### src/rtl/tlfs_pkg.sv
// Types and constants shared by the three-level feedback scheduler files
`timescale 1ns / 1ps
package tlfs_pkg;

    localparam logic       FUNC_ARRIVE   = 1'b0;
    localparam logic       FUNC_TICK     = 1'b1;

    localparam logic [1:0] LVL_TOP       = 2'd0;
    localparam logic [1:0] LVL_MID       = 2'd1;
    localparam logic [1:0] LVL_BOT       = 2'd2;

    localparam logic [3:0] QUANTUM_RESET = 4'd4;
    localparam int         OUT_TDATA_W   = 48;

    typedef struct packed {
        logic [31:0] now;
        logic        finished;
        logic        first_run;
        logic [1:0]  level;
        logic [3:0]  ran_slot;
        logic        ran;
    } t_result;

    localparam int RESULT_W = $bits(t_result);

endpackage

### src/rtl/tlfs_ram.sv
// Generic simple dual-port RAM with registered read
`timescale 1ns / 1ps
module tlfs_ram #(
    parameter int WIDTH = 8,
    parameter int DEPTH = 16
) (
    input  logic                     i_clk,
    input  logic                     i_we,
    input  logic [$clog2(DEPTH)-1:0] i_waddr,
    input  logic [WIDTH-1:0]         i_wdata,
    input  logic [$clog2(DEPTH)-1:0] i_raddr,
    output logic [WIDTH-1:0]         o_rdata
);

    logic [WIDTH-1:0] r_mem [DEPTH];
    logic [WIDTH-1:0] r_rdata;

    always_ff @(posedge i_clk) begin
        if (i_we) begin
            r_mem[i_waddr] <= i_wdata;
        end
        r_rdata <= r_mem[i_raddr];
    end

    assign o_rdata = r_rdata;

endmodule

### src/rtl/three_level_feedback_scheduler.sv
// Three-level feedback queue scheduler: top level with queue and slot memories
`timescale 1ns / 1ps
// An arrival beat (tuser 0) is taken in the idle state, and the block is ready again
// the next cycle. A tick beat (tuser 1) served from the top or bottom queue steps
// through queue read, slot read, then execute and result. A tick served from the
// middle list makes one pass through the list memory and slot memory to find the
// least remaining time, then one pass that closes the gap left by the chosen entry,
// then a slot read. An idle tick goes straight to execute and result.
// The result register lets the next beat in while a result waits, and
// a tick stalls in its last cycle only while an earlier result is still held.
module three_level_feedback_scheduler #(
    parameter int TASK_SLOTS = 16,
    parameter int BURST_BITS = 16
) (
    input  logic                                i_clk,
    input  logic                                i_rst_n,
    input  logic                                i_cfg_valid,
    output logic                                o_cfg_ready,
    input  logic [3:0]                          i_cfg_data,   // quantum
    input  logic                                i_s_tvalid,
    output logic                                o_s_tready,
    input  logic [((4+BURST_BITS+7)/8)*8-1:0]   i_s_tdata,    // task_slot, burst
    input  logic [0:0]                          i_s_tuser,    // func
    output logic                                o_m_tvalid,
    input  logic                                i_m_tready,
    // ran, ran_slot, level, first_run, finished, now
    output logic [tlfs_pkg::OUT_TDATA_W-1:0]    o_m_tdata
);

    localparam int SW     = $clog2(TASK_SLOTS);
    localparam int CW     = $clog2(TASK_SLOTS + 1);
    localparam int SRAM_W = BURST_BITS + 5;

    typedef enum logic [2:0] {
        S_IDLE, S_FIFO, S_SCAN, S_SHIFT, S_RDSLOT, S_EXEC
    } t_state;

    t_state              r_state;
    logic [3:0]          r_quantum;
    logic [TASK_SLOTS-1:0] r_occ;
    logic [SW-1:0]       r_top_head, r_bot_head;
    logic [CW-1:0]       r_top_cnt, r_bot_cnt, r_mid_cnt;
    logic [31:0]         r_time;
    logic [1:0]          r_lvl;
    logic                r_run;
    logic [SW-1:0]       r_slot;
    logic [CW-1:0]       r_ri;
    logic                r_v1, r_v2, r_rv;
    logic [SW-1:0]       r_p1, r_p2, r_s2, r_best_pos, r_wa;
    logic [BURST_BITS-1:0] r_best_rem;
    logic                r_out_valid;
    tlfs_pkg::t_result   r_out;

    logic                  w_s_acc, w_func, w_in_range, w_arr, w_exec;
    logic [3:0]            w_slot_in;
    logic [SW-1:0]         w_idx;
    logic [BURST_BITS-1:0] w_burst;
    logic [SW-1:0]         w_top_tail, w_bot_tail;
    logic [CW:0]           w_top_sum, w_bot_sum;

    logic                  w_sl_we;
    logic [SW-1:0]         w_sl_waddr, w_sl_raddr;
    logic [SRAM_W-1:0]     w_sl_wdata, w_sl_rdata;
    logic                  w_top_we, w_mid_we, w_bot_we;
    logic [SW-1:0]         w_top_wdata, w_mid_waddr, w_mid_wdata;
    logic [SW-1:0]         w_top_rdata, w_mid_rdata, w_bot_rdata;

    logic [BURST_BITS-1:0] w_rem, w_rem1;
    logic [3:0]            w_slice, w_slice1, w_slice_new;
    logic                  w_started, w_fin, w_demote;
    logic                  w_push_top, w_push_mid, w_push_bot;

    assign o_cfg_ready = 1'b1;
    assign o_s_tready  = (r_state == S_IDLE);
    assign o_m_tvalid  = r_out_valid;
    assign o_m_tdata   = {{(tlfs_pkg::OUT_TDATA_W - tlfs_pkg::RESULT_W){1'b0}}, r_out};

    assign w_s_acc    = i_s_tvalid && o_s_tready;
    assign w_func     = i_s_tuser[0];
    assign w_slot_in  = i_s_tdata[3:0];
    assign w_burst    = i_s_tdata[4 +: BURST_BITS];
    assign w_in_range = (32'(w_slot_in) < TASK_SLOTS);
    assign w_idx      = SW'(w_slot_in);
    assign w_arr      = w_s_acc && (w_func == tlfs_pkg::FUNC_ARRIVE) && w_in_range
                        && !r_occ[w_idx] && (w_burst != '0);
    assign w_exec     = (r_state == S_EXEC) && (!r_out_valid || i_m_tready);

    always_comb begin
        w_top_sum = (CW+1)'(r_top_head) + (CW+1)'(r_top_cnt);
        w_bot_sum = (CW+1)'(r_bot_head) + (CW+1)'(r_bot_cnt);
        w_top_tail = (w_top_sum >= (CW+1)'(TASK_SLOTS))
                     ? SW'(w_top_sum - (CW+1)'(TASK_SLOTS)) : SW'(w_top_sum);
        w_bot_tail = (w_bot_sum >= (CW+1)'(TASK_SLOTS))
                     ? SW'(w_bot_sum - (CW+1)'(TASK_SLOTS)) : SW'(w_bot_sum);
    end

    assign w_rem     = w_sl_rdata[SRAM_W-1:5];
    assign w_slice   = w_sl_rdata[4:1];
    assign w_started = w_sl_rdata[0];
    assign w_rem1    = w_rem - BURST_BITS'(1);
    assign w_fin     = (w_rem1 == '0);
    assign w_slice1  = w_slice + 4'd1;
    assign w_demote  = (r_lvl == tlfs_pkg::LVL_TOP) && (w_slice1 == r_quantum);

    always_comb begin
        if (r_lvl != tlfs_pkg::LVL_TOP) begin
            w_slice_new = w_slice;
        end else if (w_demote && !w_fin) begin
            w_slice_new = 4'd0;
        end else begin
            w_slice_new = w_slice1;
        end
    end

    assign w_push_top = w_exec && r_run && !w_fin && (r_lvl == tlfs_pkg::LVL_TOP) && !w_demote;
    assign w_push_mid = w_exec && r_run && !w_fin && w_demote;
    assign w_push_bot = w_exec && r_run && !w_fin && (r_lvl != tlfs_pkg::LVL_TOP);

    always_comb begin
        w_sl_we    = w_arr || (w_exec && r_run);
        w_sl_waddr = w_arr ? w_idx : r_slot;
        w_sl_wdata = w_arr ? {w_burst, 4'd0, 1'b0} : {w_rem1, w_slice_new, 1'b1};
        unique case (r_state)
            S_FIFO:  w_sl_raddr = (r_lvl == tlfs_pkg::LVL_TOP) ? w_top_rdata : w_bot_rdata;
            S_SCAN:  w_sl_raddr = w_mid_rdata;
            default: w_sl_raddr = r_slot;
        endcase

        w_top_we    = w_arr || w_push_top;
        w_top_wdata = w_arr ? w_idx : r_slot;
        w_bot_we    = w_push_bot;

        if (r_state == S_SHIFT && r_rv) begin
            w_mid_we    = 1'b1;
            w_mid_waddr = r_wa;
            w_mid_wdata = w_mid_rdata;
        end else begin
            w_mid_we    = w_push_mid;
            w_mid_waddr = SW'(r_mid_cnt);
            w_mid_wdata = r_slot;
        end
    end

    tlfs_ram #(.WIDTH(SRAM_W), .DEPTH(TASK_SLOTS)) u_slot_ram (
        .i_clk, .i_we(w_sl_we), .i_waddr(w_sl_waddr), .i_wdata(w_sl_wdata),
        .i_raddr(w_sl_raddr), .o_rdata(w_sl_rdata)
    );

    tlfs_ram #(.WIDTH(SW), .DEPTH(TASK_SLOTS)) u_top_ram (
        .i_clk, .i_we(w_top_we), .i_waddr(w_top_tail), .i_wdata(w_top_wdata),
        .i_raddr(r_top_head), .o_rdata(w_top_rdata)
    );

    tlfs_ram #(.WIDTH(SW), .DEPTH(TASK_SLOTS)) u_mid_ram (
        .i_clk, .i_we(w_mid_we), .i_waddr(w_mid_waddr), .i_wdata(w_mid_wdata),
        .i_raddr(r_ri[SW-1:0]), .o_rdata(w_mid_rdata)
    );

    tlfs_ram #(.WIDTH(SW), .DEPTH(TASK_SLOTS)) u_bot_ram (
        .i_clk, .i_we(w_bot_we), .i_waddr(w_bot_tail), .i_wdata(r_slot),
        .i_raddr(r_bot_head), .o_rdata(w_bot_rdata)
    );

    always_ff @(posedge i_clk) begin
        if (!i_rst_n) begin
            r_state     <= S_IDLE;
            r_quantum   <= tlfs_pkg::QUANTUM_RESET;
            r_occ       <= '0;
            r_top_head  <= '0;
            r_top_cnt   <= '0;
            r_bot_head  <= '0;
            r_bot_cnt   <= '0;
            r_mid_cnt   <= '0;
            r_time      <= '0;
            r_out_valid <= 1'b0;
            r_v1        <= 1'b0;
            r_v2        <= 1'b0;
            r_rv        <= 1'b0;
        end else begin
            if (i_cfg_valid && o_cfg_ready) begin
                r_quantum <= i_cfg_data;
            end
            if (w_exec) begin
                r_out_valid <= 1'b1;
            end else if (r_out_valid && i_m_tready) begin
                r_out_valid <= 1'b0;
            end
            unique case (r_state)
                S_IDLE: begin
                    if (w_arr) begin
                        r_occ[w_idx] <= 1'b1;
                        r_top_cnt    <= r_top_cnt + CW'(1);
                    end
                    if (w_s_acc && w_func == tlfs_pkg::FUNC_TICK) begin
                        priority if (r_top_cnt != '0) begin
                            r_run      <= 1'b1;
                            r_lvl      <= tlfs_pkg::LVL_TOP;
                            r_top_head <= (r_top_head == SW'(TASK_SLOTS - 1))
                                          ? '0 : r_top_head + SW'(1);
                            r_top_cnt  <= r_top_cnt - CW'(1);
                            r_state    <= S_FIFO;
                        end else if (r_mid_cnt != '0) begin
                            r_run   <= 1'b1;
                            r_lvl   <= tlfs_pkg::LVL_MID;
                            r_ri    <= '0;
                            r_v1    <= 1'b0;
                            r_v2    <= 1'b0;
                            r_state <= S_SCAN;
                        end else if (r_bot_cnt != '0) begin
                            r_run      <= 1'b1;
                            r_lvl      <= tlfs_pkg::LVL_BOT;
                            r_bot_head <= (r_bot_head == SW'(TASK_SLOTS - 1))
                                          ? '0 : r_bot_head + SW'(1);
                            r_bot_cnt  <= r_bot_cnt - CW'(1);
                            r_state    <= S_FIFO;
                        end else begin
                            r_lvl   <= tlfs_pkg::LVL_TOP;
                            r_run   <= 1'b0;
                            r_state <= S_EXEC;
                        end
                    end
                end
                S_FIFO: begin
                    r_slot  <= w_sl_raddr;
                    r_state <= S_EXEC;
                end
                S_SCAN: begin
                    r_v1 <= (r_ri < r_mid_cnt);
                    if (r_ri < r_mid_cnt) begin
                        r_p1 <= r_ri[SW-1:0];
                        r_ri <= r_ri + CW'(1);
                    end
                    r_v2 <= r_v1;
                    r_p2 <= r_p1;
                    r_s2 <= w_mid_rdata;
                    if (r_v2 && (r_p2 == '0 || w_rem < r_best_rem)) begin
                        r_best_rem <= w_rem;
                        r_best_pos <= r_p2;
                        r_slot     <= r_s2;
                    end
                    if (r_ri >= r_mid_cnt && !r_v1 && !r_v2) begin
                        r_ri    <= CW'(r_best_pos) + CW'(1);
                        r_rv    <= 1'b0;
                        r_state <= S_SHIFT;
                    end
                end
                S_SHIFT: begin
                    if (r_ri < r_mid_cnt) begin
                        r_rv <= 1'b1;
                        r_wa <= SW'(r_ri - CW'(1));
                        r_ri <= r_ri + CW'(1);
                    end else begin
                        r_rv <= 1'b0;
                    end
                    if (r_ri >= r_mid_cnt && !r_rv) begin
                        r_mid_cnt <= r_mid_cnt - CW'(1);
                        r_state   <= S_RDSLOT;
                    end
                end
                S_RDSLOT: begin
                    r_state <= S_EXEC;
                end
                S_EXEC: begin
                    if (w_exec) begin
                        r_out.now       <= r_time;
                        r_out.ran       <= r_run;
                        r_out.ran_slot  <= r_run ? 4'(r_slot) : 4'd0;
                        r_out.level     <= r_run ? r_lvl : tlfs_pkg::LVL_TOP;
                        r_out.first_run <= r_run && !w_started;
                        r_out.finished  <= r_run && w_fin;
                        r_time          <= r_time + 32'd1;
                        if (r_run && w_fin) begin
                            r_occ[r_slot] <= 1'b0;
                        end
                        if (w_push_top) begin
                            r_top_cnt <= r_top_cnt + CW'(1);
                        end
                        if (w_push_mid) begin
                            r_mid_cnt <= r_mid_cnt + CW'(1);
                        end
                        if (w_push_bot) begin
                            r_bot_cnt <= r_bot_cnt + CW'(1);
                        end
                        r_state <= S_IDLE;
                    end
                end
                default: begin
                    r_state <= S_IDLE;
                end
            endcase
        end
    end

endmodule

### config.mk
export PLATFORM = sky130hd
export DESIGN_NAME = three_level_feedback_scheduler
export DESIGN_NICKNAME = d
export VERILOG_FILES = /design/src/rtl/tlfs_pkg.sv /design/src/rtl/tlfs_ram.sv /design/src/rtl/three_level_feedback_scheduler.sv
export SDC_FILE = /design/constraint.sdc
export NUM_CORES = 1
export LEC_CHECK = 0
export ABC_AREA = 0
export BUFFER_PORTS_ARGS = -buffer_cell sky130_fd_sc_hd__buf_4
export CAP_MARGIN = 15
export CORE_ASPECT_RATIO = 0.5
export CORE_MARGIN = 2
export CORE_UTILIZATION = 65
export CTS_BUF_LIST = sky130_fd_sc_hd__clkbuf_4 sky130_fd_sc_hd__clkbuf_8
export CTS_CLUSTER_SIZE = 12
export DETAILED_ROUTE_END_ITERATION = 8
export PLACE_DENSITY = 0.87
export SYNTH_ARGS = -nofsm -noshare
export SYNTH_HDL_FRONTEND = slang
export SYNTH_SLANG_ARGS = --single-unit
### constraint.sdc
create_clock -name i_clk -period 5.74 [get_ports i_clk]
set_input_delay 0.574 -clock i_clk [delete_from_list [all_inputs] [get_ports i_clk]]
set_output_delay 0.574 -clock i_clk [all_outputs]
set_load 0.02 [all_outputs]
# Yosys cells after proc, flatten, opt, wreduce, memory -nomap -nowiden
# Memories as Yosys holds them, arrays and structs flattened. A register that Yosys moved wholly into a read port is not among the register bits.
# Cells that the tools add are included.
# op_classes
add_sub_neg	18
n_eq_ne	22
multipliers	0
mux	77
n_reduce_logical	72
shift	0
div	0
bitwise	6
magnitude_cmp	9
# ops
cell	n
5-bit 2-to-1 mux	19
16-bit 2-to-1 mux	3
4-bit 2-to-1 mux	11
32-bit by 1-bit adder with 32-bit output, second input constant	1
16-bit case mux with 2 select lines	1
5-bit case mux with 2 select lines	3
1-bit logical AND	24
3-bit AND reduction	8
1-bit 2-to-1 mux	21
21-bit 2-to-1 mux	1
3-bit 2-to-1 mux	7
5-bit by 1-bit adder with 5-bit output, second input constant	4
16-bit bitwise AND	1
16-bit zero test	1
16-bit less-than comparator	1
16-bit NOT	1
16-bit bitwise OR	1
4-bit case mux with 2 select lines	2
4-bit AND reduction	4
16-bit nonzero test	1
16-bit by 1-bit subtractor with 16-bit output, second input constant	1
3-bit case mux with 5 select lines	1
5-bit case mux with 3 select lines	1
5-bit nonzero test	3
33 further kinds	83
# totals
out_inout_bits	51
input_bits	34
wordCells	238
rom_bits	0
memories	4
ramBits	528
register_bits	171
latch_bits	0
# memory_table
name	words	word_bits	rd	rd_clocked_by_memory_dff	write_ports	line	source
u_slot_ram.r_mem	16	21	1	1	1	tlfs_ram.sv:15	logic [WIDTH-1:0] r_mem [DEPTH];
u_bot_ram.r_mem	16	4	1	1	1	tlfs_ram.sv:15	
u_mid_ram.r_mem	16	4	1	1	1	tlfs_ram.sv:15	
u_top_ram.r_mem	16	4	1	1	1	tlfs_ram.sv:15	

# Logic depth before layout (Yosys ltp)
# Gate-level depths: netlist of run 1.
# depth
depth_word	10
depth_mapped	11
depth_no_buf	9

# By module
# A second synthesis of run 1 with hierarchy kept.
# hier_totals
hier_cells	1870
hier_area_um2	30261.5
# modules_own_cells
module	cells_per_inst	area_each_um2	n_inst	seq_area_each_um2
tlfs_ram (u_slot_ram)	557	13277.7	1	10510.1
three_level_feedback_scheduler	923	8984.9	1	4314.1
tlfs_ram (u_bot_ram ...)	130	2666.3	3	2001.9

# Worst setup path before layout of run 1
# OpenSTA, ideal clock, no wires.
# synth_timing
path_type	input port to flip-flop
start	in i_s_tdata[0]
end	mem u_slot_ram.r_mem[4][0] (netlist name) (enable)
path_slack_ns	1.139
cell_stages	8
arrival_ns	4.176
setup_ns	0.425
t_required_ns	5.315
path_buffers	3
cell_sequence	clkbuf_1 mux4_2 mux4_2 nor3_1 buf_2 buf_1 a21oi_1 nor3_1
# synth_via
elab_chain_len	8
word_cells_on_any_way	9
classes_between	5 x mux; 4 x reduce/logical
# synth_rtl
element	line	source
start, declared	three_level_feedback_scheduler.sv:22	input logic [((4+BURST_BITS+7)/8)*8-1:0] i_s_tdata,
1-bit binary-select mux with 4-bit select	three_level_feedback_scheduler.sv:85	&& !r_occ[w_idx] && (w_burst != '0);
1-bit 2-to-1 mux (not written as such)	three_level_feedback_scheduler.sv:85	
1-bit zero test	three_level_feedback_scheduler.sv:85	
1-bit logical AND (2 in a row)	three_level_feedback_scheduler.sv:85	
1-bit logical OR	three_level_feedback_scheduler.sv:120	w_sl_we = w_arr || (w_exec && r_run);
1-bit 2-to-1 mux	tlfs_ram.sv:19	if (i_we) begin
1-bit 2-to-1 mux (not written as such)	tlfs_ram.sv:20	r_mem[i_waddr] <= i_wdata;
end, declared	tlfs_ram.sv:15	
# Several ways; a longest one is shown, not always the timed one. The select of a mux whose other input is x is not followed.

# Worst setup path in the final report of run 1
# layout_timing
start	reg u_slot_ram.r_rdata[5] (netlist: u_slot_ram.o_rdata[5]) (read register of u_slot_ram.r_mem)
end	mem u_slot_ram.r_mem[4][1] (netlist name), data pin
# layout_via
elab_chain_len	7
# layout_rtl
element	line	source
start, declared	tlfs_ram.sv:16	logic [WIDTH-1:0] r_rdata;
16-bit by 1-bit subtractor with 16-bit output	three_level_feedback_scheduler.sv:100	assign w_rem1 = w_rem - BURST_BITS'(1);
16-bit zero test	three_level_feedback_scheduler.sv:101	assign w_fin = (w_rem1 == '0);
1-bit zero test	three_level_feedback_scheduler.sv:108	end else if (w_demote && !w_fin) begin
1-bit logical AND	three_level_feedback_scheduler.sv:108	
4-bit 2-to-1 mux	three_level_feedback_scheduler.sv:108	
4-bit 2-to-1 mux	three_level_feedback_scheduler.sv:106	if (r_lvl != tlfs_pkg::LVL_TOP) begin
21-bit 2-to-1 mux	three_level_feedback_scheduler.sv:122	w_sl_wdata = w_arr ? {w_burst, 4'd0, 1'b0} : {w_rem1, w_slice_new, 1'b1};
via u_slot_ram.i_wdata[1]	tlfs_ram.sv:10	input logic [WIDTH-1:0] i_wdata,
# The timed path passes the listed nets, and every way through them passes these cells.

==> metrics.md, run 1 <==
| Metric | Value |
|---|---|
| GRT Resource Usage Total | `0.2886` |
| Primary flip-flop cell chosen by synthesis mapping | `edfxtp_1` |
| Ratio of total power to cell area | `405.8 mW/mm2` |
| Finished Core Util | `0.7391` |
| Result of the run | `complete, no violations` |
| Number of hold buffers added after CTS | `0` |
| Capture instance of the worst register-to-register path | `u_slot_ram.r_mem[4][1]` |
| H-Tree Level Count | `3` |
| Setup fix buffers added after clock tree synthesis | `0` |
| Horiz. Die Dim | `about 310 um` |
| Multi-input gate area in the final layout | `0.008905 mm2` |
| Post-route fraction of the period consumed by the critical path | `0.7936` |
| Tot Pwr | `13.62 mW` |
| Number of design-rule violations left by the first detailed-router iteration | `2459` |
| Post-synth EDFFs | `617` |
| Count of endpoints failing hold in the final timing report | `0` |
| Filler cell count in the final layout | `between 2000 and 2500` |
| WP data required | `6.05 ns` |
| Crit path DAT | `4.87 ns` |
| Residual overflow from global routing | `0` |
| Startpoint of the worst-slack reg-to-reg timing path | `u_slot_ram.o_rdata[5]` |
| Worst min-delay path category | `primary input to register` |
| Portion of synthesized cell area occupied by the leading cell type | `0.6154` |
| Syn Area/Cell | `between 15 and 20 um2` |
| Share of layout cells above drive strength 1 | `0.2448` |
| Weighted congestion reported at the end of routability-driven placement | `0.9218` |
| Resized cells post-CTS | `0` |
| Inserted Clock Buffers | `between 90 and 100` |
| Total number of placement rows | `55` |
| TritonCTS clock tree | `done` |
| Critical Path End | `u_slot_ram.r_mem[4][1]` |
| Detailed-route via count | `17780` |
| Vias per inst | `just under 7` |
| Final net count | `2039` |
| Total die area | `0.04816 mm2` |
| Starting utilization of the core area | `0.6628` |
| Area growth syn-to-layout | `11.51%` |
| Total negative slack for setup checks | `0 ns` |
| Mapped Cells | `approximately 1800` |
| Min cycle time layout | `4.555 ns` |
| Worst slew margin relative to its limit | `0.1919` |
| Number of placed cells counting well taps | `between 2000 and 2500` |
| Register area share after synthesis | `0.6919` |
| Number of nets still failing antenna checks after routing | `0` |
| Top cell type by total area after synthesis | `edfxtp_1` |
| Clk Latency, worst-skew pair | `0.69 ns` |
| Number of failing setup endpoints in the final timing report | `0` |
| Crit. Startpoint | `u_slot_ram.o_rdata[5]` |
| Number of optimization iterations in the first detailed-route pass | `8` |
| Maximum clock rate | `219.5 MHz` |
| Critical path startpoint category | `register` |
| Number of synthesis warnings | `0` |
| Maximum vdd drop | `just over 0.2 mV` |
| Number of I/O pins | `85` |
| Synth cell types | `80` |
| Wire length per cell | `25.92 um` |
| Combined area of all synthesized cells | `around 0.030 mm2` |
| Unrepaired setup endpoints after global routing | `no` |
| Fraction of synthesis flops using an asynchronous set or reset pin | `0` |
| Number of buffers on the longest clock path | `3` |
| Number of cells in the finished layout apart from fillers | `roughly 2600` |
| Leakage | `11.18 nW` |
| Setup Skew | `0.03979 ns` |
| Maximum fanout along the worst path | `16` |
| DRC violation count after routing | `0` |
| Area taken by flip-flops and latches | `0.02083 mm2` |
| Port buffer count | `72` |
| Leading cell types by total area after synthesis | `edfxtp_1, mux4_2, dfxtp_1` |
| Critical path class | `register to register` |
| Clock transition at the registers of the reported paths | `0.07 ns` |
| Worst slew pin tran | `1.212 ns` |
| Core Area | `0.04542 mm2` |
| Antenna violations before repair | `1` |
| CTS Root Buffer Type | `clkbuf_8` |
| R2R setup slack | `1.18 ns` |
| Maxcap violations | `0` |
| Worst R2R Path Depth | `9` |
| HPWL after DPL | `about 41000 um` |
| Count of final max-slew check failures | `0` |
| Number of antenna cells inserted | `0` |
| Maximum number of pins on one net before global-route repair | `86` |
| Vias in the first global route | `17740` |
| Category of the worst setup path capture point | `register` |
| Routed wire length | `68330 um` |
| Sink Count | `732` |
| Die outline height | `156.2 um` |
| Wire length of the first global-routing pass | `102900 um` |
| Post-synthesis sequential element count | `732` |
## power by group
part | switching (mW) | internal (mW) | leakage [nW]
combinational | 1.64 | 1.14 | 3.57
sequential | 0.277 | 6.50 | 6.51
clock | 1.91 | 2.16 | 1.10
total | 3.83 | 9.79 | 11.2
## flip-flops by register name, summed over array words and instances, names as in the netlist, 5 cells and up
name and flops:
r_occ 16, r_mid_cnt 5, r_bot_cnt 5, u_slot_ram.r_mem 336, u_mid_ram.r_mem 64, o_m_tdata 41, u_top_ram.r_mem 64, r_best_rem 16
r_time 32, r_top_cnt 5, r_ri 5, u_bot_ram.r_mem 64, u_slot_ram.o_rdata 21
## how the worst min path moves through the flow
stage	start	to	slack, ns	cells after the start
global placement	r_p1[1]	r_p2[1]	0.41	0
CTS	i_cfg_data[2]	r_quantum[2]	0.1	3
detailed placement	r_p1[2]	r_p2[2]	0.41	0
global route	i_cfg_data[2]	r_quantum[2]	0.12	3
floorplan	r_p1[0]	r_p2[0]	0.40	0
finish	i_cfg_data[2]	r_quantum[2]	0.13	3
## Yosys cell counts, types with 5 or more instances
master / count
edfxtp_1: 617
mux4_2: 158
nor2_1: 142
dfxtp_1: 115
nand2_1: 89
clkbuf_1: 55
o21ai_0: 49
a21oi_1: 48
ha_1: 43
xor2_1: 43
nand3_1: 37
inv_1: 36
nor3_1: 33
mux2i_1: 31
xnor2_1: 29
nor4_1: 18
a31oi_1: 17
nand2b_1: 16
nand4_1: 16
o211ai_1: 16
or3_1: 15
a21o_1: 13
and3_1: 13
and2_1: 12
buf_2: 11
o22ai_1: 11
buf_1: 10
nor2b_1: 9
buf_4: 8
o31ai_1: 8
mux2_2: 7
a22oi_1: 6
nor3b_1: 6
or2_2: 6
nand3b_1: 5
## cell type report
type                    count  area share
clock inverters            29    0.007044
flip-flops and latches    732      0.6205
repair buffers            119     0.02684
well taps                 598     0.02229
multi-input cells         974      0.2653
clock buffers             147     0.05393
inverters                  37    0.004137
## layer usage
layer	global-route usage	up-vias	routed length, um
met3	0.05800	251	6750
met5	0	-	0
met1	0.3846	8884	25690
met2	0.4737	1183	33330
met4	0.1206	0	2556
li1	-	7463	-
## cells by family after synthesis
kind of cell / count (synthesis) / share of synthesized area
other: 2 / 0.0002495
XOR/XNOR: 72 / 0.02095
AND/OR/NAND/NOR: 437 / 0.07115
buffers and inverters: 123 / 0.01708
adder cells (fa/ha/maj): 47 / 0.02053
flip-flops: 732 / 0.6919
multiplexers: 196 / 0.1311
AO/OA/AOI/OAI: 214 / 0.04701
## critical path: stages, from the launching register on
cell and delay [ns]:
dfxtp_1 0.36, inv_1 0.11, ha_1 0.28, nor4b_1 0.68
a31oi_1 0.18, or4b_2 0.72, and4b_1 0.41, a21oi_2 0.20
or3_1 0.37, a21oi_1 0.85
## stage by stage
step / area, um2 / worst slack [ns] / hold slack, ns
floorplan: 30130 / 1.139 / 0.4003
global placement: 31490 / 1.353 / 0.4054
detailed placement: 31500 / 1.202 / 0.4139
CTS: 33540 / 1.343 / 0.09882
global route: 33570 / 1.004 / 0.1233
finish: 33570 / 1.185 / 0.1267
## layout by cell type (no fill, tap or decap), types with 15 or more instances in the layout
cell type	count
a21oi_1	48
a31oi_1	17
buf_4	114
clkbuf_4	36
clkbuf_8	113
dfxtp_1	115
edfxtp_1	617
ha_1	43
inv_1	35
mux2i_1	31
mux4_2	158
nand2_1	89
nand2b_1	16
nand3_1	37
nand4_1	16
nor2_1	130
nor3_1	27
nor4_1	17
o211ai_1	16
o21ai_0	48
or3_1	15
xnor2_1	29
xor2_1	43
No activity file was read; power rests on OpenSTA's default activity.
==> run 2, diff against run 1 <==
- ABC_AREA: 0 -> 1
- clock period: 5.74 -> 4.35 ns (I/O delays scaled with it)
==> run 2 against run 1 <==
Flip-flop and latch count did not move. Global-route usage rose by 1.6 points. Hold slack got worse by 0.062 ns. Highest routed layer unchanged.
==> metrics.md, run 2 <==
| Metric | Value |
|---|---|
| Critical path class | `register to register` |
| Number of synthesis warnings | `0 (unchanged)` |
| Primary flip-flop cell chosen by synthesis mapping | `edfxtp_1` |
| Share of power burned in the clock network | `0.253 (-0.046)` |
| Share of layout cells above drive strength 1 | `0.1149 (-0.1299)` |
| Share of synthesized area spent on multiplexers | `0.002522 (-0.1286)` |
| Total negative slack for setup checks | `0 ns (unchanged)` |
| Post-synth EDFFs | `617 (unchanged)` |
| Number of I/O pins | `85 (unchanged)` |
| Combined area of all synthesized cells | `0.03176 mm2 (+5.5%)` |
| Dominant combinational cell family by area after synthesis | `simple AND/OR/NAND/NOR gates` |
| Sink Count | `732 (unchanged)` |
| Wire length of the first global-routing pass | `120100 um (+17%)` |
| Area growth syn-to-layout | `11.30%` |
| Maximum clock rate | `271.5 MHz (+24%)` |
| Leading cell types by total area after synthesis | `edfxtp_1, dfxtp_1, nand2_1` |
| Wire length per cell | `20.39 um (-21%)` |
| Cells along the critical path | `nor2_2, nand2_2, clkinv_2, nand2_1, nor2_1, nand2_1, nor2_2, nand2_2, nand2_1, o21ai_1, inv_1, nand3_1, nor2_2, buf_12` |
| Inserted Clock Buffers | `97 (+3.2%)` |
| Synth cell types | `55 (-31%)` |
| Critical path startpoint category | `register` |
| Antenna violations before repair | `0 (-1)` |
| Number of optimization iterations in the first detailed-route pass | `8 (unchanged)` |
| Vias per inst | `6.157 (-8.7%)` |
| Leading post-synthesis cells by instance count | `edfxtp_1, nand2_1, inv_1` |
| Routed wire length | `77630 um (+14%)` |
| Result of the run | `complete, no violations` |
| Count of endpoints failing hold in the final timing report | `0 (unchanged)` |
| Post-synthesis xor/xnor area fraction | `0.01076 (-0.01019)` |
| Post-synthesis sequential element count | `732 (unchanged)` |
| Final net count | `3158 (+55%)` |
| Post-route fraction of the period consumed by the critical path | `0.8466 (+0.05300)` |
| Commonest cells after routing, fill and taps aside | `edfxtp_1, nand2_1, inv_1, nor2_1, o21ai_0` |
| Share of total power in sequential cells | `0.436 (-0.061)` |
| Worst slew pin tran | `1.166 ns (-0.04575 ns)` |
| Share of power burned in combinational logic | `0.312 (+0.108)` |
| Commonest non-fill, non-tap cell in the layout | `edfxtp_1` |
| Vias in the first global route | `22720 (+28%)` |
| Crit path max-delay cell type | `nor2_2` |
| Worst path max stage delay | `0.56 ns (-0.29 ns)` |
| Leakage | `13.12 nW (+17%)` |
| DRC violation count after routing | `0 (unchanged)` |
| Cell with the most instances after synthesis | `edfxtp_1` |
| Worst path top cell family by delay | `simple AND/OR/NAND/NOR gates` |
| Worst slew margin relative to its limit | `0.2215 (+0.02965)` |
| Compound-cell area share of the yosys netlist | `0.1131 (+0.06611)` |
| Number of nets still failing antenna checks after routing | `0 (unchanged)` |
| GRT Resource Usage Total | `0.3042 (+0.01556)` |
| TritonCTS clock tree | `done` |
| Ratio of total power to cell area | `596.1 mW/mm2 (+47%)` |
| Syn Area/Cell | `10.74 um2 (-35%)` |
| Number of design-rule violations left by the first detailed-router iteration | `2974 (+21%)` |
| Number of buffers on the longest clock path | `3 (unchanged)` |
| Count of final max-slew check failures | `0 (unchanged)` |
| Number of buffer and inverter stages on the critical path | `3 (+2)` |
| Port buffer count | `72 (unchanged)` |
| Filler cell count in the final layout | `2918 (+19%)` |
| Portion of synthesized cell area occupied by the leading cell type | `0.5834 (-0.03201)` |
| Register area share after synthesis | `0.6559 (-0.03598)` |
| Maximum number of pins on one net before global-route repair | `149 (+73%)` |
| Setup Skew | `0.02040 ns (-0.01939 ns)` |
| Largest reg by FF count | `u_slot_ram.r_mem` |
| Area share of fa/ha/maj cells after synthesis | `0.01946 (-0.001068)` |
| Weighted congestion reported at the end of routability-driven placement | `0.9655 (+4.7%)` |
| H-Tree Level Count | `3 (unchanged)` |
| Number of antenna cells inserted | `0 (unchanged)` |
| Resized cells post-CTS | `0 (unchanged)` |
| Clock transition at the registers of the reported paths | `0.07 ns (about the same)` |
| Clk Latency, worst-skew pair | `0.69 ns (about the same)` |
| Tot Pwr | `21.07 mW (+55%)` |
| CTS Root Buffer Type | `clkbuf_8` |
| Maximum vdd drop | `0.4096 mV (+100%)` |
| Multi-input gate area in the final layout | `0.009140 mm2 (+2.6%)` |
| Number of failing setup endpoints in the final timing report | `0 (unchanged)` |
| Category of the worst setup path capture point | `register` |
| Maximum fanout along the worst path | `18 (+2)` |
| Core Area | `0.04835 mm2 (+6.5%)` |
| Net switching power of the design | `7.645 mW (+99%)` |
| Fraction of synthesis flops using an asynchronous set or reset pin | `0 (unchanged)` |
| Maxcap violations | `0 (unchanged)` |
| Die outline height | `160.3 um (+2.6%)` |
| Horiz. Die Dim | `316.6 um (+2.7%)` |
| Top cell type by total area after synthesis | `edfxtp_1` |
| Area taken by flip-flops and latches | `0.02083 mm2 (unchanged)` |
| HPWL after DPL | `47870 um (+16%)` |
| Max FFs per register | `336 (unchanged)` |
| Finished Core Util | `0.7310 (-0.008124)` |
| Worst min-delay path category | `primary input to register` |
| Fraction of the mapped netlist area in simple logic gates | `0.1384 (+0.06726)` |
| Detailed-route via count | `23440 (+32%)` |
| Total die area | `0.05075 mm2 (+5.4%)` |
| Share of total power consumed by net switching | `0.3629 (+0.08155)` |
| Unrepaired setup endpoints after global routing | `no` |
| Starting utilization of the core area | `0.6568 (-0.006081)` |
| Residual overflow from global routing | `0 (unchanged)` |
| Internal | `13.42 mW (+37%)` |
| Min cycle time layout | `3.683 ns (-0.8725 ns)` |
| Total number of placement rows | `57 (+3.6%)` |
| Mapped Cells | `2957 (+62%)` |
| Crit path DAT | `4.06 ns (-0.81 ns)` |
| WP data required | `4.73 ns (-1.32 ns)` |
-- run 2: cell types whose count changed in the layout (fill, tap and decap cells not counted), sizes merged, moves of 77 or more --
| cell | delta |
|---|---|
| nand2 | +314 |
| inv | +302 |
| o21ai | +237 |
| nand3 | +216 |
| nor2 | +163 |
| mux4 | -158 |
| a21oi | +122 |
| o211ai | +77 |
-- run 2: final timing paths --
kind	slack, ns	start	cells past startpoint	endpoint
max reg2reg	0.67	r_state[2]	14	u_slot_ram.r_mem[7][16]
min	0.06	i_cfg_valid	3	r_quantum[0]
max	0.67	r_state[2]	14	u_slot_ram.r_mem[7][16]
min reg2reg	0.43	r_p1[1]	0	r_p2[1]
-- run 2: area by class of cell --
cell class,instances,share of cell area
Timing Repair Buffer,148,0.03554
Tap cell,649,0.02297
Clock inverter,28,0.005204
Clock buffer,152,0.05193
Sequential cell,732,0.5893
Multi-Input combinational cell,1755,0.2586
Inverter,343,0.03646
-- run 2: metrics by stage --
step                area [um2]  hold WS [ns]  setup slack [ns]  std cells
CTS                      35320       0.03608            0.8164       3806
detailed placement       33250        0.4045            0.7276       3621
global route             35350       0.06378            0.5109       3807
finish                   35350       0.06461            0.6674       3807
floorplan                31780        0.4003            0.6943       2963
global placement         33250        0.4008            0.7983       3621
-- run 2: logic make-up after synthesis --
kind of cell,count (synthesis)
AOI/OAI and AO/OA,624
xor gates and xnor gates,39
adders and majority gates,47
buffers and inverters,476
DFF,732
muxes,8
other,2
and+or+nand+nor,1029
-- run 2: per-layer routing --
metal | GRT usage | vias up | wire (um)
met4 | 0.1464 | 0 | 3711
met3 | 0.06147 | 309 | 7727
met5 | 0 | - | 0
li1 | - | 10600 | -
met1 | 0.3843 | 11040 | 28400
met2 | 0.5077 | 1491 | 37790
-- run 2: timing repair --
item | CTS | global route
endpoints found under the hold margin | 4 | 0
setup buffers | 0 | 0
hold buffers | 5 | 0
-- run 2: power groups by stage --
stage	Combinational, mW	Sequential, mW	Clock, mW
3_3_place_gp	5.91	9.27	0
5_1_grt	7.15	9.20	5.62
4_1_cts	6.39	9.15	5.34
3_5_place_dp	6.26	9.30	0
6_report	6.56	9.18	5.32
2_1_floorplan	4.32	9.19	0
-- run 2: worst min-delay path, stage by stage --
cell     delay, ns
buf_4         0.11
o21ai_0       0.08
nor2_1        0.09
